## src/brtm_pkg.sv

```systemverilog
// Shared types and constants of the banded temperature motor regulator.
// Holds band codes, register indexes, the volume scaling constants and sideband structs.
// No dependencies.
`default_nettype none

package brtm_pkg;

  localparam int SPEED_W    = 8;
  localparam int BAND_CFG_W = 8;
  localparam int IVAL_W     = 16;
  localparam int CFG_IDX_W  = 3;
  localparam int CFG_DATA_W = 16;

  // Configuration register indexes
  localparam logic [CFG_IDX_W-1:0] REG_LIMIT_ONE = 3'd0;
  localparam logic [CFG_IDX_W-1:0] REG_LIMIT_TWO = 3'd1;
  localparam logic [CFG_IDX_W-1:0] REG_SETPOINT  = 3'd2;
  localparam logic [CFG_IDX_W-1:0] REG_BAND      = 3'd3;
  localparam logic [CFG_IDX_W-1:0] REG_INTERVAL  = 3'd4;

  // Band classification of one sample, slope test already folded in
  localparam int BAND_CODE_W = 3;
  typedef logic [BAND_CODE_W-1:0] band_t;
  localparam band_t BAND_HOLD       = 3'd0;
  localparam band_t BAND_HOT_MAX    = 3'd1;
  localparam band_t BAND_HOT_BIG    = 3'd2;
  localparam band_t BAND_HOT_SMALL  = 3'd3;
  localparam band_t BAND_COLD_MAX   = 3'd4;
  localparam band_t BAND_COLD_BIG   = 3'd5;
  localparam band_t BAND_COLD_SMALL = 3'd6;

  // Queue between front and back
  localparam int QUEUE_DEPTH = 4;
  localparam int QUEUE_PTR_W = 2;

  // Volume arithmetic: step = floor(elapsed * speed * 2048 / 266625)
  // (32768 / 4266000 reduced by 16). Quotient by reciprocal with one correction.
  localparam int STEP_W    = 32;
  localparam int VOL_W     = 48;
  localparam int ELAPSED_W = 32;
  localparam int PROD_W    = ELAPSED_W + SPEED_W;
  localparam int VOL_SHIFT = 11;
  localparam int SCALED_W  = PROD_W + VOL_SHIFT;
  localparam int DIV_W     = 19;
  localparam logic [DIV_W-1:0] VOL_DIV = 19'd266625;
  localparam int RECIP_W   = 34;
  localparam logic [RECIP_W-1:0] VOL_RECIP =
    RECIP_W'((64'd1 << (PROD_W + VOL_SHIFT)) / 64'd266625);
  localparam int P_LO_W    = 20;
  localparam int R_LO_W    = 17;
  localparam int PP_W      = 37;
  localparam int SB_W      = PP_W + 4;
  localparam int SUM_W     = PROD_W + RECIP_W;
  localparam int QE_W      = SUM_W - PROD_W;

  localparam int OUT_DW    = 104;

  typedef struct packed {
    logic [SPEED_W-1:0] applied;
    logic [SPEED_W-1:0] wanted;
    logic               changed;
  } res_info_t;

  typedef struct packed {
    logic [SPEED_W-1:0] limit_one;
    logic [SPEED_W-1:0] limit_two;
    logic [IVAL_W-1:0]  interval;
  } back_cfg_t;

endpackage

`default_nettype wire

```

## src/banded_temperature_motor_regulator_core.sv

```systemverilog
// Top level of the banded temperature motor regulator.
// Holds the configuration registers and ties front end, queue and back end.
// Depends on brtm_pkg, brtm_front, brtm_fifo, brtm_back.
`default_nettype none

// One request on the input stream carries a temperature sample and a
// millisecond time stamp; each one yields exactly one result. The sample is
// sorted into a band around the setpoint (edges at 1, 2 and 4 band widths),
// the slope against the previous sample is checked, and the result goes into
// a four-entry queue. The back end turns the band into a target speed,
// clamps it to the smaller and larger of the two limit registers and applies
// it only when it differs from the running speed and more than the
// correction interval has passed (wrapping time difference). Each correction
// adds the volume pumped at the old speed, in cm3 with 8 fraction bits, to a
// saturating 48-bit total. Throughput is one request per clock while the
// output is not stalled; each speed decision is registered and used by the
// next entry. The queue write happens on the accepting edge; the queue read
// and speed decision feed a register, then six volume pipeline stages
// (multiply, reciprocal partial products, two adds, remainder multiply,
// fix-up) and the output register, which also carries the total.
// A stalled output holds the whole back end; the queue then
// absorbs up to four further requests before in_tready drops. Configuration
// is written through cfg_we / cfg_index / cfg_wdata and must only change
// while no request is in flight; indexes beyond the register list are dropped.
module banded_temperature_motor_regulator_core #(
  parameter int TEMP_WIDTH = 12,
  parameter int TIME_WIDTH = 32,
  localparam int IN_DW = ((TEMP_WIDTH + TIME_WIDTH + 7) / 8) * 8
) (
  input  logic                              clk,
  input  logic                              rst_n,
  // input stream
  input  logic                              in_tvalid,
  output logic                              in_tready,
  // in_tdata, low bit first: temperature, time_ms, zero fill
  input  logic [IN_DW-1:0]                  in_tdata,
  // result stream
  output logic                              out_tvalid,
  input  logic                              out_tready,
  // out_tdata, low bit first: applied_speed[7:0], wanted_speed[7:0],
  // speed_changed, volume_step[31:0], volume_total[47:0], zero fill
  output logic [brtm_pkg::OUT_DW-1:0]       out_tdata,
  // configuration write port
  input  logic                              cfg_we,
  input  logic [brtm_pkg::CFG_IDX_W-1:0]    cfg_index,
  input  logic [brtm_pkg::CFG_DATA_W-1:0]   cfg_wdata
);
  import brtm_pkg::*;

  localparam int ENTRY_W = TIME_WIDTH + BAND_CODE_W;
  localparam int PAD_W   = OUT_DW - (2 * SPEED_W + 1 + STEP_W + VOL_W);

  // configuration registers
  logic [SPEED_W-1:0]           lim_one_r, lim_two_r;
  logic signed [TEMP_WIDTH-1:0] setpoint_r;
  logic [BAND_CFG_W-1:0]        band_r;
  logic [IVAL_W-1:0]            interval_r;

  logic                         q_push, q_full, q_valid, q_pop;
  logic [ENTRY_W-1:0]           q_wdata, q_rdata;
  back_cfg_t                    back_cfg;
  res_info_t                    res_info;
  logic [STEP_W-1:0]            res_step;
  logic [VOL_W-1:0]             res_total;

  // register writes; unknown indexes drop
  always_ff @(posedge clk) begin
    if (!rst_n) begin
      lim_one_r  <= 8'd255;
      lim_two_r  <= 8'd0;
      setpoint_r <= '0;
      band_r     <= 8'd1;
      interval_r <= 16'd10000;
    end else if (cfg_we) begin
      unique case (cfg_index)
        REG_LIMIT_ONE: lim_one_r  <= cfg_wdata[SPEED_W-1:0];
        REG_LIMIT_TWO: lim_two_r  <= cfg_wdata[SPEED_W-1:0];
        REG_SETPOINT:  setpoint_r <= $signed(cfg_wdata[TEMP_WIDTH-1:0]);
        REG_BAND:      band_r     <= cfg_wdata[BAND_CFG_W-1:0];
        REG_INTERVAL:  interval_r <= cfg_wdata[IVAL_W-1:0];
        default: ;
      endcase
    end
  end

  assign back_cfg.limit_one = lim_one_r;
  assign back_cfg.limit_two = lim_two_r;
  assign back_cfg.interval  = interval_r;

  // classify each sample and hand it on through the queue
  brtm_front #(
    .TEMP_WIDTH (TEMP_WIDTH),
    .TIME_WIDTH (TIME_WIDTH)
  ) u_front (
    .clk         (clk),
    .rst_n       (rst_n),
    .in_valid    (in_tvalid),
    .in_ready    (in_tready),
    .temperature ($signed(in_tdata[TEMP_WIDTH-1:0])),
    .time_ms     (in_tdata[TEMP_WIDTH +: TIME_WIDTH]),
    .setpoint    (setpoint_r),
    .band_width  (band_r),
    .q_full      (q_full),
    .q_push      (q_push),
    .q_data      (q_wdata)
  );

  brtm_fifo #(
    .WIDTH (ENTRY_W)
  ) u_queue (
    .clk      (clk),
    .rst_n    (rst_n),
    .push     (q_push),
    .wr_data  (q_wdata),
    .full     (q_full),
    .pop      (q_pop),
    .rd_valid (q_valid),
    .rd_data  (q_rdata)
  );

  // speed decision, volume pipeline and output register
  brtm_back #(
    .TIME_WIDTH (TIME_WIDTH)
  ) u_back (
    .clk       (clk),
    .rst_n     (rst_n),
    .cfg       (back_cfg),
    .q_valid   (q_valid),
    .q_data    (q_rdata),
    .q_pop     (q_pop),
    .out_valid (out_tvalid),
    .out_ready (out_tready),
    .out_info  (res_info),
    .out_step  (res_step),
    .out_total (res_total)
  );

  assign out_tdata = {{PAD_W{1'b0}}, res_total, res_step, res_info.changed,
                      res_info.wanted, res_info.applied};

  // a correction always lands on the wanted speed
  a_applied_is_wanted: assert property (@(posedge clk) disable iff (!rst_n)
    out_tvalid && res_info.changed |-> res_info.applied == res_info.wanted)
    else $error("applied speed differs from wanted speed on a correction");

  // no correction, no volume
  a_step_only_on_change: assert property (@(posedge clk) disable iff (!rst_n)
    out_tvalid && !res_info.changed |-> res_step == '0)
    else $error("volume step without a correction");

  // the target is always within the limits
  a_wanted_in_limits: assert property (@(posedge clk) disable iff (!rst_n)
    out_tvalid |-> (res_info.wanted <= lim_one_r || res_info.wanted <= lim_two_r) &&
                   (res_info.wanted >= lim_one_r || res_info.wanted >= lim_two_r))
    else $error("wanted speed outside the speed limits");

endmodule

`default_nettype wire

```

## src/brtm_front.sv

```systemverilog
// Front end: accepts samples, classifies them into a temperature band.
// Tracks the previous sample for the slope test. Depends on brtm_pkg.
`default_nettype none

module brtm_front #(
  parameter int TEMP_WIDTH = 12,
  parameter int TIME_WIDTH = 32
) (
  input  logic                                        clk,
  input  logic                                        rst_n,
  input  logic                                        in_valid,
  output logic                                        in_ready,
  input  logic signed [TEMP_WIDTH-1:0]                temperature,
  input  logic [TIME_WIDTH-1:0]                       time_ms,
  input  logic signed [TEMP_WIDTH-1:0]                setpoint,
  input  logic [brtm_pkg::BAND_CFG_W-1:0]             band_width,
  input  logic                                        q_full,
  output logic                                        q_push,
  output logic [TIME_WIDTH+brtm_pkg::BAND_CODE_W-1:0] q_data
);
  import brtm_pkg::*;

  localparam int CW = TEMP_WIDTH + BAND_CFG_W + 3;

  logic signed [TEMP_WIDTH-1:0] prev_temp_r;
  logic signed [CW-1:0] t_x, s_x, g1, g2, g4;
  logic rising, falling;
  band_t code;

  assign in_ready = !q_full;
  assign q_push   = in_valid && in_ready;

  always_comb begin
    t_x = {{(CW-TEMP_WIDTH){temperature[TEMP_WIDTH-1]}}, temperature};
    s_x = {{(CW-TEMP_WIDTH){setpoint[TEMP_WIDTH-1]}}, setpoint};
    g1  = $signed({{(CW-BAND_CFG_W){1'b0}}, band_width});
    g2  = g1 <<< 1;
    g4  = g1 <<< 2;
    rising  = temperature > prev_temp_r;
    falling = temperature < prev_temp_r;
    code = BAND_HOLD;
    priority if (t_x > s_x + g4) begin
      code = BAND_HOT_MAX;
    end else if (t_x > s_x + g2) begin
      code = rising ? BAND_HOT_BIG : BAND_HOLD;
    end else if (t_x > s_x + g1) begin
      code = rising ? BAND_HOT_SMALL : BAND_HOLD;
    end else if (t_x < s_x - g4) begin
      code = BAND_COLD_MAX;
    end else if (t_x < s_x - g2) begin
      code = falling ? BAND_COLD_BIG : BAND_HOLD;
    end else if (t_x < s_x - g1) begin
      code = falling ? BAND_COLD_SMALL : BAND_HOLD;
    end else begin
      code = BAND_HOLD;
    end
  end

  assign q_data = {time_ms, code};

  // every accepted sample becomes the previous one
  always_ff @(posedge clk) begin
    if (!rst_n) begin
      prev_temp_r <= '0;
    end else if (q_push) begin
      prev_temp_r <= temperature;
    end
  end

endmodule

`default_nettype wire

```

## src/brtm_fifo.sv

```systemverilog
// Short register queue between the front and back ends.
// Push and pop may happen in the same cycle. Depends on brtm_pkg.
`default_nettype none

module brtm_fifo #(
  parameter int WIDTH = 35
) (
  input  logic             clk,
  input  logic             rst_n,
  input  logic             push,
  input  logic [WIDTH-1:0] wr_data,
  output logic             full,
  input  logic             pop,
  output logic             rd_valid,
  output logic [WIDTH-1:0] rd_data
);
  import brtm_pkg::*;

  localparam int CNT_W = QUEUE_PTR_W + 1;

  logic [WIDTH-1:0]       mem_r [QUEUE_DEPTH];
  logic [QUEUE_PTR_W-1:0] wr_ptr_r, rd_ptr_r;
  logic [CNT_W-1:0]       count_r, count_nxt;
  logic                   do_push, do_pop;

  assign full     = count_r == CNT_W'(QUEUE_DEPTH);
  assign rd_valid = count_r != '0;
  assign rd_data  = mem_r[rd_ptr_r];
  assign do_push  = push && !full;
  assign do_pop   = pop && rd_valid;

  always_comb begin
    count_nxt = count_r;
    if (do_push && !do_pop) begin
      count_nxt = count_r + CNT_W'(1);
    end else if (do_pop && !do_push) begin
      count_nxt = count_r - CNT_W'(1);
    end
  end

  always_ff @(posedge clk) begin
    if (!rst_n) begin
      wr_ptr_r <= '0;
      rd_ptr_r <= '0;
      count_r  <= '0;
    end else begin
      count_r <= count_nxt;
      if (do_push) begin
        wr_ptr_r <= wr_ptr_r + QUEUE_PTR_W'(1);
      end
      if (do_pop) begin
        rd_ptr_r <= rd_ptr_r + QUEUE_PTR_W'(1);
      end
    end
  end

  always_ff @(posedge clk) begin
    if (do_push) begin
      mem_r[wr_ptr_r] <= wr_data;
    end
  end

endmodule

`default_nettype wire

```

## src/brtm_volume.sv

```systemverilog
// Pumped volume pipeline: elapsed * speed scaled by 2048/266625, six stages.
// Reciprocal multiply in partial products, then one compare-and-fix step.
// Depends on brtm_pkg.
`default_nettype none

module brtm_volume (
  input  logic                          clk,
  input  logic                          rst_n,
  input  logic                          en,
  input  logic                          in_valid,
  input  brtm_pkg::res_info_t           in_info,
  input  logic [brtm_pkg::ELAPSED_W-1:0] in_elapsed,
  input  logic [brtm_pkg::SPEED_W-1:0]  in_speed,
  output logic                          out_valid,
  output brtm_pkg::res_info_t           out_info,
  output logic [brtm_pkg::STEP_W-1:0]   out_step
);
  import brtm_pkg::*;

  localparam int NSTG = 6;

  logic [NSTG-1:0] vld_r;
  res_info_t       info_r [NSTG];

  logic [PROD_W-1:0]   p1_r, p2_r, p3_r, p4_r, p5_r;
  logic [PP_W-1:0]     pp_hh_r, pp_hl_r, pp_lh_r, pp_ll_r;
  logic [SUM_W-1:0]    sa_r;
  logic [SB_W-1:0]     sb_r;
  logic [QE_W-1:0]     qe4_r;
  logic [SCALED_W-1:0] qd5_r;
  logic [STEP_W-1:0]   q5_r;
  logic                sat5_r;
  logic [STEP_W-1:0]   step6_r;

  logic [SUM_W-1:0]    total;
  logic [SCALED_W-1:0] rem;
  logic                sat4;

  always_comb begin
    total = sa_r + (SUM_W'(sb_r) << R_LO_W);
    sat4  = (|qe4_r[QE_W-1:STEP_W]) || (&qe4_r[STEP_W-1:0]);
    rem   = {p5_r, {VOL_SHIFT{1'b0}}} - qd5_r;
  end

  always_ff @(posedge clk) begin
    if (!rst_n) begin
      vld_r <= '0;
    end else if (en) begin
      vld_r <= {vld_r[NSTG-2:0], in_valid};
    end
  end

  always_ff @(posedge clk) begin
    if (en) begin
      info_r[0] <= in_info;
      for (int i = 1; i < NSTG; i++) begin
        info_r[i] <= info_r[i-1];
      end
      // product of elapsed time and old speed
      p1_r    <= PROD_W'(in_elapsed) * PROD_W'(in_speed);
      // partial products against the reciprocal
      pp_hh_r <= PP_W'(p1_r[PROD_W-1:P_LO_W]) * PP_W'(VOL_RECIP[RECIP_W-1:R_LO_W]);
      pp_hl_r <= PP_W'(p1_r[PROD_W-1:P_LO_W]) * PP_W'(VOL_RECIP[R_LO_W-1:0]);
      pp_lh_r <= PP_W'(p1_r[P_LO_W-1:0]) * PP_W'(VOL_RECIP[RECIP_W-1:R_LO_W]);
      pp_ll_r <= PP_W'(p1_r[P_LO_W-1:0]) * PP_W'(VOL_RECIP[R_LO_W-1:0]);
      p2_r    <= p1_r;
      // high and low products do not overlap; the cross terms share a shift
      sa_r    <= {pp_hh_r, pp_ll_r};
      sb_r    <= SB_W'({pp_hl_r, 3'b000}) + SB_W'(pp_lh_r);
      p3_r    <= p2_r;
      // quotient estimate, at most one short
      qe4_r   <= total[SUM_W-1:PROD_W];
      p4_r    <= p3_r;
      qd5_r   <= SCALED_W'(qe4_r[STEP_W-1:0]) * SCALED_W'(VOL_DIV);
      q5_r    <= qe4_r[STEP_W-1:0];
      sat5_r  <= sat4;
      p5_r    <= p4_r;
      // fix the estimate up by one where the remainder allows, then saturate
      if (sat5_r) begin
        step6_r <= '1;
      end else begin
        step6_r <= q5_r + STEP_W'(rem >= SCALED_W'(VOL_DIV));
      end
    end
  end

  assign out_valid = vld_r[NSTG-1];
  assign out_info  = info_r[NSTG-1];
  assign out_step  = step6_r;

endmodule

`default_nettype wire

```

## src/brtm_back.sv

```systemverilog
// Back end: applies band decisions to the motor speed state, runs the volume
// pipeline and accumulates the total into the output register.
// Depends on brtm_pkg and brtm_volume.
`default_nettype none

module brtm_back #(
  parameter int TIME_WIDTH = 32
) (
  input  logic                                        clk,
  input  logic                                        rst_n,
  input  brtm_pkg::back_cfg_t                         cfg,
  input  logic                                        q_valid,
  input  logic [TIME_WIDTH+brtm_pkg::BAND_CODE_W-1:0] q_data,
  output logic                                        q_pop,
  output logic                                        out_valid,
  input  logic                                        out_ready,
  output brtm_pkg::res_info_t                         out_info,
  output logic [brtm_pkg::STEP_W-1:0]                 out_step,
  output logic [brtm_pkg::VOL_W-1:0]                  out_total
);
  import brtm_pkg::*;

  localparam int ENTRY_W = TIME_WIDTH + BAND_CODE_W;
  localparam int SX_W    = SPEED_W + 2;

  band_t                   ent_band;
  logic [TIME_WIDTH-1:0]   ent_time, elapsed;
  logic                    adv, chg;
  logic [SPEED_W-1:0]      cur_r, last_hi, last_lo, d_full, d_half, want;
  logic [TIME_WIDTH-1:0]   last_r;
  logic signed [SX_W-1:0]  cur_x, want_raw, hi_x, lo_x;

  logic                    s1_valid_r;
  res_info_t               s1_info_r;
  logic [ELAPSED_W-1:0]    s1_elapsed_r;
  logic [SPEED_W-1:0]      s1_speed_r;

  logic                    vol_valid;
  res_info_t               vol_info;
  logic [STEP_W-1:0]       vol_step;

  logic                    out_valid_r;
  res_info_t               out_info_r;
  logic [STEP_W-1:0]       out_step_r;
  logic [VOL_W-1:0]        acc_r, acc_nxt;
  logic [VOL_W:0]          acc_sum;

  assign ent_band = q_data[BAND_CODE_W-1:0];
  assign ent_time = q_data[ENTRY_W-1:BAND_CODE_W];

  // the whole back pipeline moves as one while the output slot can take a result
  assign adv   = !out_valid_r || out_ready;
  assign q_pop = adv && q_valid;

  always_comb begin
    last_hi = (cfg.limit_one > cfg.limit_two) ? cfg.limit_one : cfg.limit_two;
    last_lo = (cfg.limit_one > cfg.limit_two) ? cfg.limit_two : cfg.limit_one;
    d_full  = (last_hi - last_lo) >> 1;
    d_half  = d_full >> 1;
    cur_x   = $signed({2'b00, cur_r});
    hi_x    = $signed({2'b00, last_hi});
    lo_x    = $signed({2'b00, last_lo});
    unique case (ent_band)
      BAND_HOT_MAX:    want_raw = lo_x;
      BAND_HOT_BIG:    want_raw = cur_x - $signed({2'b00, d_full});
      BAND_HOT_SMALL:  want_raw = cur_x - $signed({2'b00, d_half});
      BAND_COLD_MAX:   want_raw = hi_x;
      BAND_COLD_BIG:   want_raw = cur_x + $signed({2'b00, d_full});
      BAND_COLD_SMALL: want_raw = cur_x + $signed({2'b00, d_half});
      default:         want_raw = cur_x;
    endcase
    if (want_raw > hi_x) begin
      want = last_hi;
    end else if (want_raw < lo_x) begin
      want = last_lo;
    end else begin
      want = want_raw[SPEED_W-1:0];
    end
    elapsed = ent_time - last_r;
    chg     = (want != cur_r) && (elapsed > TIME_WIDTH'(cfg.interval));
  end

  // speed state: one decision per popped entry, in arrival order
  always_ff @(posedge clk) begin
    if (!rst_n) begin
      cur_r      <= '0;
      last_r     <= '0;
      s1_valid_r <= 1'b0;
    end else if (adv) begin
      s1_valid_r <= q_valid;
      if (q_valid && chg) begin
        cur_r  <= want;
        last_r <= ent_time;
      end
    end
  end

  always_ff @(posedge clk) begin
    if (adv) begin
      s1_info_r.applied <= chg ? want : cur_r;
      s1_info_r.wanted  <= want;
      s1_info_r.changed <= chg;
      s1_elapsed_r      <= ELAPSED_W'(elapsed);
      // zero speed yields a zero step when nothing is corrected
      s1_speed_r        <= chg ? cur_r : '0;
    end
  end

  brtm_volume u_volume (
    .clk        (clk),
    .rst_n      (rst_n),
    .en         (adv),
    .in_valid   (s1_valid_r),
    .in_info    (s1_info_r),
    .in_elapsed (s1_elapsed_r),
    .in_speed   (s1_speed_r),
    .out_valid  (vol_valid),
    .out_info   (vol_info),
    .out_step   (vol_step)
  );

  always_comb begin
    acc_sum = {1'b0, acc_r} + (VOL_W+1)'(vol_step);
    acc_nxt = acc_sum[VOL_W] ? '1 : acc_sum[VOL_W-1:0];
  end

  always_ff @(posedge clk) begin
    if (!rst_n) begin
      out_valid_r <= 1'b0;
      acc_r       <= '0;
    end else if (adv) begin
      out_valid_r <= vol_valid;
      if (vol_valid) begin
        acc_r <= acc_nxt;
      end
    end
  end

  always_ff @(posedge clk) begin
    if (adv && vol_valid) begin
      out_info_r <= vol_info;
      out_step_r <= vol_step;
    end
  end

  always_comb begin
    out_total = acc_r;
    out_valid = out_valid_r;
    out_info  = out_info_r;
    out_step  = out_step_r;
  end

endmodule

`default_nettype wire

```

## config.mk

```make
export PLATFORM = sky130hd
export DESIGN_NAME = banded_temperature_motor_regulator_core
export DESIGN_NICKNAME = d
export VERILOG_FILES = /design/src/brtm_pkg.sv /design/src/banded_temperature_motor_regulator_core.sv /design/src/brtm_front.sv /design/src/brtm_fifo.sv /design/src/brtm_volume.sv /design/src/brtm_back.sv
export SDC_FILE = /design/constraint.sdc
export NUM_CORES = 2
export LEC_CHECK = 0
export ABC_AREA = 1
export BUFFER_PORTS_ARGS = -buffer_cell sky130_fd_sc_hd__clkbuf_2
export CORE_ASPECT_RATIO = 2
export CORE_MARGIN = 2
export CORE_UTILIZATION = 50
export CTS_BUF_LIST = sky130_fd_sc_hd__clkbuf_8
export DETAILED_ROUTE_END_ITERATION = 8
export MAX_ROUTING_LAYER = met4
export PLACE_DENSITY = 0.66
export SYNTH_ARGS = -nofsm -noshare
export SYNTH_HDL_FRONTEND = slang
export SYNTH_HIERARCHICAL = 1
export SYNTH_SLANG_ARGS = --single-unit
```

## constraint.sdc

```tcl
create_clock -name clk -period 75.3 [get_ports clk]
set_input_delay 22.59 -clock clk [delete_from_list [all_inputs] [get_ports clk]]
set_output_delay 22.59 -clock clk [all_outputs]
set_load 0.005 [all_outputs]
```

==> key figures <==
Clocking
  • Clock slew at reported path FFs: 0.06 ns
  • Hold buffers post-CTS: 0
  • Clock latency on the worst-skew pair: 0.90 ns
  • CTS sink cnt: 1064
  • TritonCTS Buffers: 160
  • CTS max path bufs: 4
  • H-tree levels: 4
  • CTS root buf: clkbuf_8
  • TritonCTS clock tree: yes
  • Cts repair resizes: 0
  • Setup bufs post-CTS: 0

Timing
  • Post-layout minimum cycle time: 25.53 ns
  • RSZ-0062 raised after global routing: no
  • Setup TNS: 0 ns
  • Setup Skew: 0.1310 ns
  • Fmax: 39.17 MHz
  • Pins Over Slew Limit: 0
  • Relative slew slack: 22.29%
  • Final period utilization: 33.90%
  • Slew @ Worst Pin: 1.147 ns
  • Final hold violation count: 0
  • Final Setup Violations: 0

Global routing
  • Largest net degree at the start of global routing: 200
  • Vias in the first global route: 75260
  • Initial antenna violation count: 12
  • Grt ovf: 0
  • Total track usage: 31.25%
  • Wire length of the first global-routing pass: 432800 um

Finish
  • Syn-to-layout area delta: 6.990%
  • Layout Nets: 12490
  • Share of layout cells above drive strength 1: 5.515%

Worst setup path
  • CP Launch Type: input port
  • Crit path max fanout: 105
  • Max stage delay on crit path: 0.91 ns
  • WP data arrival: 26.03 ns
  • CP Capture Type: register
  • Depth of the most critical reg-to-reg path: 41
  • Slowest-stage cell, CP: buf_4
  • Critical Path RT: 75.80 ns
  • CP cell instances: clkbuf_2, nor2_1, inv_8, buf_4, buf_4, buf_4
  • Crit Path Class: input port to register
  • Most frequent CP cell: buf_4
  • Worst r2r dst: u_back/s1_info_r[9]$_DFFE_PN_
  • R2R Setup Slk: 64.59 ns

Yosys
  • Mapped Area: 0.09330 mm2
  • Top post-synthesis cells by count: inv_1 (2082), nand2_1 (1820), ha_1 (1178)
  • Post-synthesis async set-or-reset flop share: 0%
  • Top-count cell post-synth: inv_1
  • Number of distinct library cells after synthesis: 79
  • Post-synth EDFFs: 895
  • Synth area leaders: edfxtp_1 (29%), ha_1 (16%), fa_1 (16%)
  • Register area share after synthesis: 32.43%
  • Synth top area share: 28.81%
  • #FFs+latches synth: 1064
  • Dominant synthesized flop cell: edfxtp_1
  • Area leader, netlist: edfxtp_1
  • Mean Syn Cell Area: 9.045 um2
  • Yosys warnings: 6
  • Post-Syn Instances: 10320

Hold path
  • HP Start: u_back/u_volume/p2_r[16]$_DFFE_PP_
  • Hold EP: u_back/u_volume/p3_r[16]$_DFFE_PP_
  • Hold depth: 0
  • Hold Path Class: register to register

Placed design
  • RePlAce Congestion: 1.015
  • IO Port Bufs: 166
  • DP Wirelength: 235300 um

Routing
  • Routed len/inst: 21.81 um
  • First-pass DRT Iterations: 6
  • Routed WL: 286100 um
  • Via density per instance: 5.403
  • Residual DRC count: 0
  • Remaining antenna violation count: 0
  • Vias: 70890
  • Violation count after the first detailed-route iteration: 4331

Floorplanning
  • Die area: 0.1903 mm2
  • Num rows: 224
  • # IOs: 178
  • Die width: 309.4 um
  • Initial cell density of the core: 50.21%
  • Die Y: 614.9 um
  • Core ar.: 0.1858 mm2

Run
  • Max-cap violations: 0

Run status
  • Outcome: finished clean
## registers in the layout (all words and copies together), names as in the netlist, 48 cells and up, named ones only
signal / cells
u_queue/mem_r: 140
u_back/u_volume/qd5_r: 51
u_back/out_total: 48
u_back/u_volume/sa_r: 51
u_back/u_volume/info_r: 102
## metrics by stage
step                      std cells  util [%]  hold WS, ns  area (um2)  worst slack, ns
after floorplan               10320         -       0.4003       93320            36.24
after global placement        12830     52.00       0.4007       96630            48.90
after detailed placement      12830     52.00       0.4045       96630            48.84
after CTS                     13110     53.71       0.3478       99800            49.82
after global routing          13120     53.72       0.3606       99810            49.49
final                         13120     53.72       0.3524       99820            49.77
## worst max-delay path by stage
stage               startpoint                                 end  slack (ns)  cells past startpoint
finish              out_tready  u_back/u_volume/p3_r[33]$_DFFE_PP_       49.77                      6
global route        out_tready  u_back/u_volume/p3_r[33]$_DFFE_PP_       49.49                      6
CTS                 out_tready  u_back/u_volume/p3_r[33]$_DFFE_PP_       49.82                      6
detailed placement  out_tready  u_back/u_volume/p3_r[34]$_DFFE_PP_       48.84                      6
global placement    out_tready  u_back/u_volume/p3_r[34]$_DFFE_PP_       48.90                      6
floorplan           out_tready     u_queue/count_r[1]$_SDFFE_PN0P_       36.24                     11
## kinds of logic after synthesis
group / after synthesis / synth area share (%)
adders and majority gates: 1908 / 31.46
AOI/OAI and AO/OA: 1335 / 8.099
muxes: 2 / 0.02146
buffers and inverters: 2325 / 9.735
and+or+nand+nor: 3314 / 14.81
xor gates and xnor gates: 366 / 3.436
DFF: 1064 / 32.43
other: 1 / 0.004019
## placed cells by master (no fill, tap or decap), types with 13 or more instances in the layout
cell,netlist,layout
nor3_1,79,79
clkinv_2,0,19
nand3_1,335,335
nand3_2,13,13
o221ai_1,17,17
nand2_1,1820,1820
clkinv_1,4,35
a21oi_1,576,575
inv_2,44,44
a31oi_1,82,82
clkbuf_8,0,171
nand3b_1,19,19
buf_4,58,51
nor2_2,14,18
nor2_1,821,816
nor4_1,29,29
clkbuf_2,26,165
xnor2_1,121,121
fa_1,730,730
o21ai_1,47,47
nand2_2,14,14
a21o_1,38,38
inv_1,2082,2116
o21ai_0,355,355
o22ai_1,40,40
o21bai_1,40,40
edfxtp_1,895,895
dfxtp_1,169,168
ha_1,1178,1178
o211ai_1,17,17
xor2_1,245,245
nand4_1,130,130
o21a_1,17,17
a211oi_1,15,15
## worst max-delay path, delay by kind of cell
| kind | cells | cell delay (ns) |
|---|---|---|
| and+or+nand+nor | 1 | 0.14 |
| buffers and inverters | 5 | 3.13 |
## layout make-up
type                       instances  area [um2]
antenna                            9       22.52
clock buffer                     171        2354
clock inverter                   111       817.0
fill                           17310       86000
inverter                        2131        8009
multi-input combinational       6932       54020
sequential                      1064       30260
tap                             2486        3110
timing repair buffer             217        1229
## layer usage
layer  up-vias  track usage [%]  wire length, um
li1      33800                -                -
met1     34170            28.80            93280
met2      1964            57.72           155000
met3       958            2.985            10040
met4         0            25.03            27830
met5         -                -                0
Power is left out: the tool's default activity adds up to more than one toggle a clock period on the data nets, which glitch-free logic cannot reach.
